==> src/rtl/kci_pkg.sv <==
// Shared types, register codes and defaults for the keyframe color interpolator.
package kci_pkg;

    localparam int DEF_MAX_KEYS  = 16;
    localparam int DEF_FRAC_BITS = 16;

    localparam int CFG_IDX_W  = 3;
    localparam int CFG_DATA_W = 32;
    localparam int TIME_W     = 31;
    localparam int REPEAT_W   = 25;
    localparam int KCOUNT_W   = 5;
    localparam int SLOT_W     = 4;
    localparam int COLOR_W    = 32;

    // Configuration register indexes
    localparam logic [CFG_IDX_W-1:0] REG_START_TIME   = 3'd0;
    localparam logic [CFG_IDX_W-1:0] REG_RUN_TIME     = 3'd1;
    localparam logic [CFG_IDX_W-1:0] REG_REPEAT_COUNT = 3'd2;
    localparam logic [CFG_IDX_W-1:0] REG_KEY_COUNT    = 3'd3;
    localparam logic [CFG_IDX_W-1:0] REG_TARGET_FILL  = 3'd4;

    // Item opcodes
    localparam logic OP_LOAD = 1'b0;
    localparam logic OP_EVAL = 1'b1;

    typedef struct packed {
        logic                opcode;
        logic [SLOT_W-1:0]   key_index;
        logic [COLOR_W-1:0]  key_color;
        logic [TIME_W-1:0]   elapsed_ms;
    } t_in;

    typedef struct packed {
        logic [7:0] alpha;
        logic [7:0] red;
        logic [7:0] green;
        logic [7:0] blue;
        logic       applies_to_fill;
    } t_out;

    typedef enum logic [2:0] {
        ST_IDLE,
        ST_DIV,
        ST_FRAME,
        ST_MUL,
        ST_ADDR,
        ST_RD_HI,
        ST_BLEND
    } t_state;

    typedef struct packed {
        logic div_step;
        logic frame_en;
        logic mul_en;
        logic addr_en;
        logic rd_hi;
        logic blend_en;
    } t_ctl;

endpackage

==> src/rtl/kci_ram.sv <==
// Generic single-write, single-read synchronous RAM with registered read data.
module kci_ram #(
    parameter int WIDTH = 32,
    parameter int DEPTH = 16
) (
    input  logic                     i_clk,
    input  logic                     i_we,
    input  logic [$clog2(DEPTH)-1:0] i_waddr,
    input  logic [WIDTH-1:0]         i_wdata,
    input  logic [$clog2(DEPTH)-1:0] i_raddr,
    output logic [WIDTH-1:0]         o_rdata
);

    logic [WIDTH-1:0] r_mem [DEPTH];
    logic [WIDTH-1:0] r_rdata;

    always_ff @(posedge i_clk) begin
        if (i_we) begin
            r_mem[i_waddr] <= i_wdata;
        end
        r_rdata <= r_mem[i_raddr];
    end

    assign o_rdata = r_rdata;

endmodule

==> src/rtl/keyframe_color_interpolator.sv <==
// Top level of the keyframe color interpolator: control, divider, blend datapath.
//
// Load items (opcode 0) write one ARGB keyframe into the key table without
// leaving idle; a new item is accepted right in the next cycle. Evaluate items
// (opcode 1) map elapsed_ms to a frame, pick the two neighbouring keyframes and
// blend each channel linearly. An evaluate before start_time or after the
// repeat limit has been passed gives no result and leaves the block idle. Any other
// evaluate keeps busy high until its blend is done, so the next item waits for
// it; the pace is set by the restoring divider that normalizes the time against
// run_time, one quotient bit per cycle over 31 + FRAC_BITS bits. With run_time
// zero the divider is skipped. After the divider come the repeat check, one
// multiply for the key position, two reads of the key table (low key, then
// high key) and the blend.
// The result appears on o_res for exactly one cycle with o_res_strobe high;
// there is no backpressure, so the receiver must take it in that cycle. The
// strobe cycle already has busy low, so the next item can be accepted while the
// result is shown. Write configuration only while the block is idle. Reading a
// key slot that was never loaded gives an undefined color.
module keyframe_color_interpolator #(
    parameter int MAX_KEYS  = kci_pkg::DEF_MAX_KEYS,
    parameter int FRAC_BITS = kci_pkg::DEF_FRAC_BITS
) (
    input  logic                                i_clk,
    input  logic                                i_rst_n,
    // item channel
    input  logic                                start,
    output logic                                busy,
    input  kci_pkg::t_in                        i_in,
    // result channel
    output logic                                o_res_strobe,
    output kci_pkg::t_out                       o_res,
    // configuration channel
    input  logic                                i_cfg_valid,
    output logic                                o_cfg_ready,
    input  logic [kci_pkg::CFG_IDX_W-1:0]       i_cfg_index,
    input  logic [kci_pkg::CFG_DATA_W-1:0]      i_cfg_data
);

    import kci_pkg::*;

    // Quotient width: time difference shifted up by the fraction bits
    localparam int QW  = TIME_W + FRAC_BITS;
    localparam int CW  = $clog2(QW + 1);
    // Key table address width; keys - 1 fits in it as well
    localparam int KIW = $clog2(MAX_KEYS);
    // Width of the key position (fraction bits, one integer bit, key index)
    localparam int PW  = FRAC_BITS + 1 + KIW;
    // Width of a blend accumulator
    localparam int VW  = FRAC_BITS + 11;

    localparam logic [QW-1:0] OneQ = QW'(1) << FRAC_BITS;
    localparam logic [PW-1:0] OneP = PW'(1) << FRAC_BITS;

    // Configuration registers
    logic [TIME_W-1:0]   r_start_time;
    logic [TIME_W-1:0]   r_run_time;
    logic [REPEAT_W-1:0] r_repeat_count;
    logic [KCOUNT_W-1:0] r_key_count;
    logic                r_target_fill;

    // Control state
    t_state              r_state;
    t_state              n_state;
    t_ctl                ctl;
    logic                r_finished;
    logic                r_res_strobe;
    logic [CW-1:0]       r_cnt;

    // Datapath registers
    logic [TIME_W-1:0]   r_rem;
    logic [QW-1:0]       r_dvd;
    logic [QW-1:0]       r_quo;
    logic [FRAC_BITS:0]  r_percent;
    logic [PW-1:0]       r_pos;
    logic [KIW-1:0]      r_hi;
    logic [FRAC_BITS:0]  r_morph;
    logic [COLOR_W-1:0]  r_clo;
    t_out                r_res;

    // Combinational helpers
    logic                accept;
    logic                eval_go;
    logic [TIME_W-1:0]   diff;
    logic [TIME_W:0]     trial;
    logic                trial_ge;
    logic [QW-1:0]       rep_ext;
    logic                rep_hit;
    logic [QW-1:0]       frame;
    logic [KIW-1:0]      km1;
    logic [KIW-1:0]      lo;
    logic [KIW-1:0]      hi;
    logic [FRAC_BITS:0]  morph;
    logic                ram_we;
    logic [KIW-1:0]      ram_waddr;
    logic [KIW-1:0]      ram_raddr;
    logic [COLOR_W-1:0]  ram_rdata;

    // Linear blend of one 8-bit channel; the value never goes negative
    function automatic logic [7:0] blend(input logic [7:0] a, input logic [7:0] b,
                                         input logic [FRAC_BITS:0] m);
        logic signed [8:0]          d;
        logic signed [FRAC_BITS+1:0] ms;
        logic signed [VW-1:0]       base;
        logic signed [VW-1:0]       v;
        d    = $signed({1'b0, b}) - $signed({1'b0, a});
        ms   = $signed({1'b0, m});
        base = $signed(VW'({a, {FRAC_BITS{1'b0}}}));
        v    = VW'(d) * VW'(ms) + base;
        return v[FRAC_BITS+7:FRAC_BITS];
    endfunction

    // ------------------------------------------------------------------
    // Handshakes
    // ------------------------------------------------------------------
    assign busy        = (r_state != ST_IDLE);
    assign o_cfg_ready = 1'b1;
    assign accept      = start && !busy;
    assign diff        = i_in.elapsed_ms - r_start_time;

    // Drop evaluates before start time or after the repeat limit was passed
    assign eval_go = accept && (i_in.opcode == OP_EVAL) &&
                     !(i_in.elapsed_ms < r_start_time) && !r_finished;

    // Loads write the table at the accept edge; evaluates read it only in later
    // states while busy holds off new items, so a load never overlaps a read of the same slot.
    assign ram_we    = accept && (i_in.opcode == OP_LOAD) &&
                       (32'(i_in.key_index) < MAX_KEYS);
    assign ram_waddr = KIW'(i_in.key_index);

    // ------------------------------------------------------------------
    // Next state
    // ------------------------------------------------------------------
    always_comb begin
        n_state = r_state;
        unique case (r_state)
            ST_IDLE: begin
                if (eval_go) begin
                    n_state = (r_run_time == '0) ? ST_FRAME : ST_DIV;
                end
            end
            ST_DIV: begin
                if (r_cnt == CW'(1)) begin
                    n_state = ST_FRAME;
                end
            end
            ST_FRAME: n_state = ST_MUL;
            ST_MUL:   n_state = ST_ADDR;
            ST_ADDR:  n_state = ST_RD_HI;
            ST_RD_HI: n_state = ST_BLEND;
            ST_BLEND: n_state = ST_IDLE;
            default:  n_state = ST_IDLE;
        endcase
    end

    // ------------------------------------------------------------------
    // State decode
    // ------------------------------------------------------------------
    always_comb begin
        ctl = '0;
        unique case (r_state)
            ST_IDLE:  ;
            ST_DIV:   ctl.div_step = 1'b1;
            ST_FRAME: ctl.frame_en = 1'b1;
            ST_MUL:   ctl.mul_en   = 1'b1;
            ST_ADDR:  ctl.addr_en  = 1'b1;
            ST_RD_HI: ctl.rd_hi    = 1'b1;
            ST_BLEND: ctl.blend_en = 1'b1;
            default:  ;
        endcase
    end

    // ------------------------------------------------------------------
    // Datapath combinational parts
    // ------------------------------------------------------------------
    // One restoring division step: shift in the next dividend bit, subtract
    assign trial    = {r_rem, r_dvd[QW-1]};
    assign trial_ge = (trial >= {1'b0, r_run_time});

    // Repeat limit rescaled to the frame's fraction bits
    assign rep_ext = QW'(r_repeat_count[REPEAT_W-2:0]) << (FRAC_BITS - 8);
    assign rep_hit = !r_repeat_count[REPEAT_W-1] && (rep_ext < r_quo);
    assign frame   = rep_hit ? rep_ext : r_quo;

    // Clamp the key count to 1..MAX_KEYS, then keep keys - 1
    always_comb begin
        if (r_key_count == '0) begin
            km1 = '0;
        end else if (32'(r_key_count) > MAX_KEYS) begin
            km1 = KIW'(MAX_KEYS - 1);
        end else begin
            km1 = KIW'(r_key_count - KCOUNT_W'(1));
        end
    end

    // Neighbouring keys and the morph factor between them
    assign lo    = r_pos[FRAC_BITS+KIW-1:FRAC_BITS];
    assign hi    = lo + KIW'(r_pos[FRAC_BITS-1:0] != '0);
    assign morph = (r_pos > OneP) ? {1'b0, r_pos[FRAC_BITS-1:0]} : r_pos[FRAC_BITS:0];

    assign ram_raddr = ctl.rd_hi ? r_hi : lo;

    kci_ram #(
        .WIDTH (COLOR_W),
        .DEPTH (MAX_KEYS)
    ) u_key_ram (
        .i_clk   (i_clk),
        .i_we    (ram_we),
        .i_waddr (ram_waddr),
        .i_wdata (i_in.key_color),
        .i_raddr (ram_raddr),
        .o_rdata (ram_rdata)
    );

    // ------------------------------------------------------------------
    // Control registers
    // ------------------------------------------------------------------
    always_ff @(posedge i_clk) begin
        if (!i_rst_n) begin
            r_state        <= ST_IDLE;
            r_finished     <= 1'b0;
            r_res_strobe   <= 1'b0;
            r_start_time   <= '0;
            r_run_time     <= '0;
            r_repeat_count <= REPEAT_W'(-256);
            r_key_count    <= KCOUNT_W'(1);
            r_target_fill  <= 1'b0;
        end else begin
            r_state      <= n_state;
            r_res_strobe <= ctl.blend_en;
            // Latch the limit hit; stay silent until reset from then on
            if (ctl.frame_en && rep_hit) begin
                r_finished <= 1'b1;
            end
            if (i_cfg_valid && o_cfg_ready) begin
                unique case (i_cfg_index)
                    REG_START_TIME:   r_start_time   <= i_cfg_data[TIME_W-1:0];
                    REG_RUN_TIME:     r_run_time     <= i_cfg_data[TIME_W-1:0];
                    REG_REPEAT_COUNT: r_repeat_count <= i_cfg_data[REPEAT_W-1:0];
                    REG_KEY_COUNT:    r_key_count    <= i_cfg_data[KCOUNT_W-1:0];
                    REG_TARGET_FILL:  r_target_fill  <= i_cfg_data[0];
                    default:          ;
                endcase
            end
        end
    end

    // ------------------------------------------------------------------
    // Datapath registers
    // ------------------------------------------------------------------
    always_ff @(posedge i_clk) begin
        if (eval_go) begin
            // Load the divider; a zero run time leaves the quotient at zero
            r_rem <= '0;
            r_dvd <= {diff, {FRAC_BITS{1'b0}}};
            r_quo <= '0;
            r_cnt <= CW'(QW);
        end else if (ctl.div_step) begin
            r_rem <= trial_ge ? TIME_W'(trial - {1'b0, r_run_time}) : trial[TIME_W-1:0];
            r_dvd <= {r_dvd[QW-2:0], 1'b0};
            r_quo <= {r_quo[QW-2:0], trial_ge};
            r_cnt <= r_cnt - CW'(1);
        end

        // Keep only the fraction of frames beyond one pass
        if (ctl.frame_en) begin
            r_percent <= (frame > OneQ) ? {1'b0, frame[FRAC_BITS-1:0]} : frame[FRAC_BITS:0];
        end

        if (ctl.mul_en) begin
            r_pos <= PW'(r_percent) * PW'(km1);
        end

        if (ctl.addr_en) begin
            r_hi    <= hi;
            r_morph <= morph;
        end

        // Read data of the low key arrives while the high key is addressed
        if (ctl.rd_hi) begin
            r_clo <= ram_rdata;
        end

        if (ctl.blend_en) begin
            r_res.alpha           <= blend(r_clo[31:24], ram_rdata[31:24], r_morph);
            r_res.red             <= blend(r_clo[23:16], ram_rdata[23:16], r_morph);
            r_res.green           <= blend(r_clo[15:8],  ram_rdata[15:8],  r_morph);
            r_res.blue            <= blend(r_clo[7:0],   ram_rdata[7:0],   r_morph);
            r_res.applies_to_fill <= r_target_fill;
        end
    end

    assign o_res_strobe = r_res_strobe;
    assign o_res        = r_res;

    // ------------------------------------------------------------------
    // Assertions
    // ------------------------------------------------------------------
    // A result strobe follows the blend cycle and nothing else
    a_strobe_after_blend: assert property (@(posedge i_clk) disable iff (!i_rst_n)
        o_res_strobe |-> $past(r_state == ST_BLEND))
        else $error("result strobe without a preceding blend");

    // The partial remainder stays below the divisor during division
    a_rem_bounded: assert property (@(posedge i_clk) disable iff (!i_rst_n)
        (r_state == ST_DIV) |-> (r_rem < r_run_time))
        else $error("divider remainder not below run time");

    // Once the repeat limit is passed the block stays finished until reset
    a_finished_sticky: assert property (@(posedge i_clk) disable iff (!i_rst_n)
        $past(i_rst_n) |-> !$fell(r_finished))
        else $error("finished flag cleared without reset");

    // The morph factor never exceeds one
    a_morph_range: assert property (@(posedge i_clk) disable iff (!i_rst_n)
        (r_state == ST_RD_HI) |-> (r_morph <= {1'b1, {FRAC_BITS{1'b0}}}))
        else $error("morph factor above one");

endmodule

==> config.mk <==
export PLATFORM = sky130hd
export DESIGN_NAME = keyframe_color_interpolator
export DESIGN_NICKNAME = d
export VERILOG_FILES = /design/src/rtl/kci_pkg.sv /design/src/rtl/kci_ram.sv /design/src/rtl/keyframe_color_interpolator.sv
export SDC_FILE = /design/constraint.sdc
export NUM_CORES = 2
export LEC_CHECK = 0
export BUFFER_PORTS_ARGS = -buffer_cell sky130_fd_sc_hd__buf_2
export CORE_UTILIZATION = 65
export DETAILED_ROUTE_END_ITERATION = 10
export PLACE_DENSITY = 0.82
export SYNTH_ARGS = -nofsm -noshare
export SYNTH_HDL_FRONTEND = slang
export SYNTH_HIERARCHICAL = 1
export SYNTH_SLANG_ARGS = --single-unit
export TNS_END_PERCENT = 5
==> constraint.sdc <==
create_clock -name i_clk -period 20.8 [get_ports i_clk]
set_input_delay 1.04 -clock i_clk [delete_from_list [all_inputs] [get_ports i_clk]]
set_output_delay 1.04 -clock i_clk [all_outputs]
set_load 0.05 [all_outputs]
# After elaboration in Yosys (flattened, before gate mapping)
# Memories as Yosys holds them, arrays and structs flattened. A register that Yosys moved wholly into a read port is not among the register bits.
# Index checks and enable logic that the tools add are counted.
# totals
regBits	337
ram_bits	512
out_inout_bits	36
wordCells	106
n_memories	1
# classes
addsub	13
n_mul	5
order_cmp	6
n_eq_ne	13
muxes	19
bitwise_logic	1
reduce_logical	24
# mem_list
name	words	width	rd	rd_ports_with_merged_regs	wr	line_no	rtl
u_key_ram.r_mem	16	32	1	1	1	kci_ram.sv:14	logic [WIDTH-1:0] r_mem [DEPTH];
# op_table
operator	n
$mux W47	3
$add A24 B24 Y24	4
$mul A9 B18 Y24	4
$sub A31 B31 Y31	2
$gt A47 B17 Y1 const B	1
$lt A32 B47 Y1	1
$sub A8 B8 Y9	4
$ge A32 B31 Y1	1
$logic_not A31 Y1	1
$lt A31 B31 Y1	1
$mux W31	1
$gt A21 B17 Y1 const B	1
$mul A17 B4 Y21	1
$pmux W3 S6	1
$reduce_bool A16 Y1	1
$eq A3 B2 Y1 const B	4
$eq A3 B3 Y1 const B	4
$mux W4	3
$reduce_and A2 Y1	6
$mux W1	8
$logic_and A1 B1 Y1	7
$eq A3 B1 Y1 const B	2
$eq A6 B1 Y1 const B	1
$logic_not A3 Y1	2
other kinds (12)	17

# Logic depth before layout (Yosys ltp)
# depth
ltp_word	8
ltp_mapped	31
ltp_nobuf	31

# Hierarchy
# Netlist, hierarchy kept.
# by_module_without_submodules
module	n_inst	cells_per_inst	area_each_um2	seq_area_each_um2
keyframe_color_interpolator	1	3971	37041.8	8298.0
kci_ram	1	838	19836.5	16015.4

# Worst setup path before layout
# OpenSTA, ideal clock, no wires.
# synth_timing
path_kind	flip-flop to flip-flop
start	reg r_clo[9]
end	reg r_res, in the netlist o_res[16], data pin
setup_ns	0.260
t_arrival_ns	6.981
required_time_ns	20.540
slack_ns	13.560
path_stages_with_launch	31
period_less_slack_ns	7.240
cell_sequence	edfxtp_1 inv_1 ha_1 nor2b_1 o21ai_0 a21boi_1 o21ai_0 nand2b_1 a21o_1 a21oi_1 xnor2_1 clkbuf_1 nand2_1 fa_1 fa_1 inv_1 fa_1 fa_1 inv_1 fa_1 inv_1 ha_1 nor2b_1 a311o_1 a21oi_1 o31ai_1 and4_1 o31a_1 a21o_1 a21oi_1 xnor2_1
# synth_between
elab_chain_cells	3
# synth_lines
item	line_no	rtl
from (decl)	keyframe_color_interpolator.sv:77	logic [COLOR_W-1:0] r_clo;
from (signal assigned)	keyframe_color_interpolator.sv:280	r_clo <= ram_rdata;
$sub A8 B8 Y9	keyframe_color_interpolator.sv:105	d = $signed({1'b0, b}) - $signed({1'b0, a});
$mul A9 B18 Y24	keyframe_color_interpolator.sv:108	v = VW'(d) * VW'(ms) + base;
$add A24 B24 Y24 *	keyframe_color_interpolator.sv:108	
to (decl)	keyframe_color_interpolator.sv:78	t_out r_res;
# Mark *: on every way between the ends. The rest lies on a longest branch, timed or not.
# A chain may end at the register's enable or synchronous reset.

# Final worst setup path
# Ends and elaborated chain as after synthesis.

==> flow_summary_export.csv <==
group,metric,value,unit
critical_path,r2r_cells,31,
min_path,hp-start,"u_key_ram/o_rdata[16]$_DFF_P_",
detailed_routing,routedWlPerCell,21.83,µm
clock_network,cts_tree,"yes",
logic_synthesis,ys_seq_elements,881,
detailed_routing,drt_pass1_iterations,5,
detailed_routing,drt-total-wl,134100,µm
critical_path,worstSetupPathType,"flip-flop to flip-flop",
logic_synthesis,ys_seq_area_frac,0.4275,
detailed_routing,ant_nets,0,
floorplanning,core-area,86750,µm²
timing,worst_slew_pin_slew,1.222,ns
critical_path,cp.arrival,8.24,ns
clock_network,clkTransAtPathRegs,0.07,ns
global_route,antenna_found_initial,16,
clock_network,cts_resized,0,
logic_synthesis,netlist_area,56880,µm²
timing,rsz0062_at_grt,"no",
timing,fin_crit_sh,0.3766,
timing,fin_setup_tns,0,ns
logic_synthesis,yosysMostFrequentCell,"edfxtp_1",
floorplanning,die-height,297.8,µm
floorplanning,io_pins,143,
timing,finalCriticalPeriod,7.834,ns
detailed_routing,num_vias,37470,
floorplanning,start_util,0.6556,
timing,setup_violations,0,
power,ir_worst_vdd,106.8,µV
min_path,hp-class,"flip-flop to flip-flop",
floorplanning,die_area,88690,µm²
floorplanning,num_rows,108,
timing,final-hold-violation-count,0,
critical_path,r2r-end,"o_res[16]$_DFFE_PP_",
placement,dp_slack,13.02,ns
timing,maxSlewViolCount,0,
placement,io_buffers,140,
clock_network,cts.sinks,881,
critical_path,slowest_stage,"fa_1",
logic_synthesis,ys_async_sr_fraction,0,
global_route,grt_pass1_vias,38880,
critical_path,rrSetupSlack,12.97,ns
critical_path,worstPathRequired,21.21,ns
logic_synthesis,synthTopCellsByArea,"edfxtp_1 (35%), fa_1 (17%), dfxtp_1 (7.5%)",
critical_path,crit_end,"o_res[16]$_DFFE_PP_",
timing,skew,0.04135,ns
logic_synthesis,yosys_warnings,6,
power,powerDensity,88.72,nW/µm²
cells_and_area,fin_nets,5826,
logic_synthesis,syn_inst,4809,
global_route,grt_first_pass_wirelength,212500,µm
run,maxCapViolCount,0,
clock_network,ctsHoldBuffers,0,
placement,place_inst,5975,
logic_synthesis,synthesis.nets,5728,
critical_path,critPathMostFrequentCell,"fa_1",
logic_synthesis,synth.distinct_cells,90,
clock_network,cts_made_buffers,85,
clock_network,clk_path_buf_depth,3,
critical_path,r2r-start,"r_clo[9]$_DFFE_PP_",
power,leakagePower,25.10,nW
logic_synthesis,syn_avg_cell_area,11.83,µm²
critical_path,cp_max_fo,16,
timing,setup_slack,12.97,ns
detailed_routing,via_per_inst,6.100,
cells_and_area,areaGrowthSynthToFinish,8.843,%
cells_and_area,drive_gt1_frac,0.1131,
detailed_routing,drt_iter0_markers,3559,
status,status,"completed",
logic_synthesis,ys_top_cells_by_count,"edfxtp_1 (667), inv_1 (558), nand2_1 (504), fa_1 (484), ha_1 (328)",
critical_path,crit_start,"r_clo[9]$_DFFE_PP_",
placement,gp_congestion,0.9025,
clock_network,clkLatencyLatePin,0.66,ns
timing,max_freq,127.7,MHz
global_route,grt_usage,0.3080,
clock_network,h-tree-depth,3,
logic_synthesis,synth_largest_area_cell,"edfxtp_1",
logic_synthesis,yosysTopAreaCellShare,0.3521,
critical_path,end_kind,"flip-flop",
critical_path,cp-start-kind,"flip-flop",
global_route,grt_overflow_total,0,
critical_path,cpPeakStageDelay,0.55,ns
clock_network,postCtsSetupBuffers,0,
logic_synthesis,synth-edff-count,667,
clock_network,cts-root-buf,"clkbuf_16",
timing,slew_headroom,0.1839,
logic_synthesis,ys.flop_type,"edfxtp_1",
floorplanning,die_x,297.8,µm
cells_and_area,fin_cells,6142,
placement,dp_hpwl,83980,µm
detailed_routing,drc,0,
global_route,grt_max_degree,98,
-- metal layers --
metal	share of wire	GRT usage	vias up
li1	-	-	16540
met3	0.083	0.04660	325
met5	0.00081	0	-
met1	0.39	0.4162	18790
met4	0.032	0.1087	18
met2	0.49	0.5117	1795
-- sequential cells by signal, indices dropped and copies added, names as in the netlist --
register / cells
r_percent: 17
u_key_ram/o_rdata: 32
r_morph: 17
r_finished: 1
r_key_count: 5
r_start_time: 31
r_pos: 21
r_target_fill: 1
r_hi: 4
r_dvd: 31
r_run_time: 31
r_rem: 31
o_res_strobe: 1
r_clo: 32
r_quo: 47
u_key_ram/r_mem: 512
o_res: 33
r_cnt: 6
r_state: 3
r_repeat_count: 25
-- kinds of logic (layout without fill, tap and decap cells) --
family / count (synthesis) / in the layout / share of synthesized area
and+or+nand+nor: 1468 / 1468 / 0.1303
DFF: 881 / 881 / 0.4275
adders and majority gates: 813 / 813 / 0.2427
buffers and inverters: 766 / 937 / 0.05275
AOI/OAI and AO/OA: 569 / 569 / 0.06665
muxes: 170 / 170 / 0.05840
xor gates and xnor gates: 141 / 141 / 0.02171
other: 1 / 8 / 0.00006593
-- power breakdown --
| part | leakage (nW) | switching [mW] | internal (mW) |
|---|---|---|---|
| logic | 15.9 | 1.03 | 0.796 |
| registers | 7.77 | 0.0383 | 1.99 |
| clock network | 1.44 | 0.706 | 0.932 |
| total | 25.1 | 1.77 | 3.72 |
-- area by class of cell --
class | count | area [µm²]
multi-input cells | 3162 | 29760
repair buffers | 218 | 1286
clock inverters | 40 | 551.8
inverters | 559 | 2098
clock buffers | 120 | 2431
diodes | 7 | 17.52
flip-flops and latches | 881 | 24310
fillers | 5725 | 24850
well taps | 1155 | 1445
-- worst min-delay path by stage --
stage,end,slack [ns],cells after the start
floorplan,o_res[0]$_DFFE_PP_,0.41,0
global placement,r_clo[16]$_DFFE_PP_,0.41,0
detailed placement,r_clo[16]$_DFFE_PP_,0.42,0
CTS,r_clo[16]$_DFFE_PP_,0.43,0
global route,r_clo[19]$_DFFE_PP_,0.44,0
finish,r_clo[16]$_DFFE_PP_,0.43,0
-- through the flow --
step	utilization	total power, mW	hold slack [ns]	area (µm²)
2_1_floorplan	-	3.512	0.4080	56880
3_3_place_gp	0.6790	3.808	0.4126	58910
3_5_place_dp	0.6790	3.867	0.4196	58910
4_1_cts	0.7134	5.504	0.4340	61890
5_1_grt	0.7136	5.812	0.4448	61900
6_report	0.7136	5.492	0.4346	61910
-- critical path: cells and delay by family, from the launching register on --
| family | cells | cell delay [ns] |
|---|---|---|
| buffers and inverters | 5 | 0.50 |
| flip-flops | 1 | 0.42 |
| adder cells (fa/ha/maj) | 7 | 3.15 |
| AO/OA/AOI/OAI | 11 | 2.16 |
| AND/OR/NAND/NOR | 6 | 1.05 |
| XOR/XNOR | 2 | 0.28 |
-- placed cells by master (no fill, tap or decap), types with 9 or more instances in the layout --
cell and count:
and3_1 9, or2_2 22, nor2b_1 61, clkinv_2 10
clkbuf_8 13, a31oi_1 15, clkbuf_16 87, nor2_1 149
o21a_1 23, nand2_1 504, a21o_1 49, nor3_1 43
o21ai_0 135, xnor2_1 95, dfxtp_1 214, nor2_4 14
nand3_1 94, ha_1 328, fa_1 484, buf_2 140
mux2i_1 30, nor4_1 33, and2_1 327, o21ai_1 28
a21oi_1 82, edfxtp_1 667, nand4_1 16, or3_1 12
nand2b_1 147, a21boi_0 78, clkbuf_1 20, xor2_1 45
a22oi_1 64, mux4_2 128, a211oi_1 14, inv_1 558
mux2_2 9, buf_4 78
Note: power is estimated with default switching activity, not from simulation.
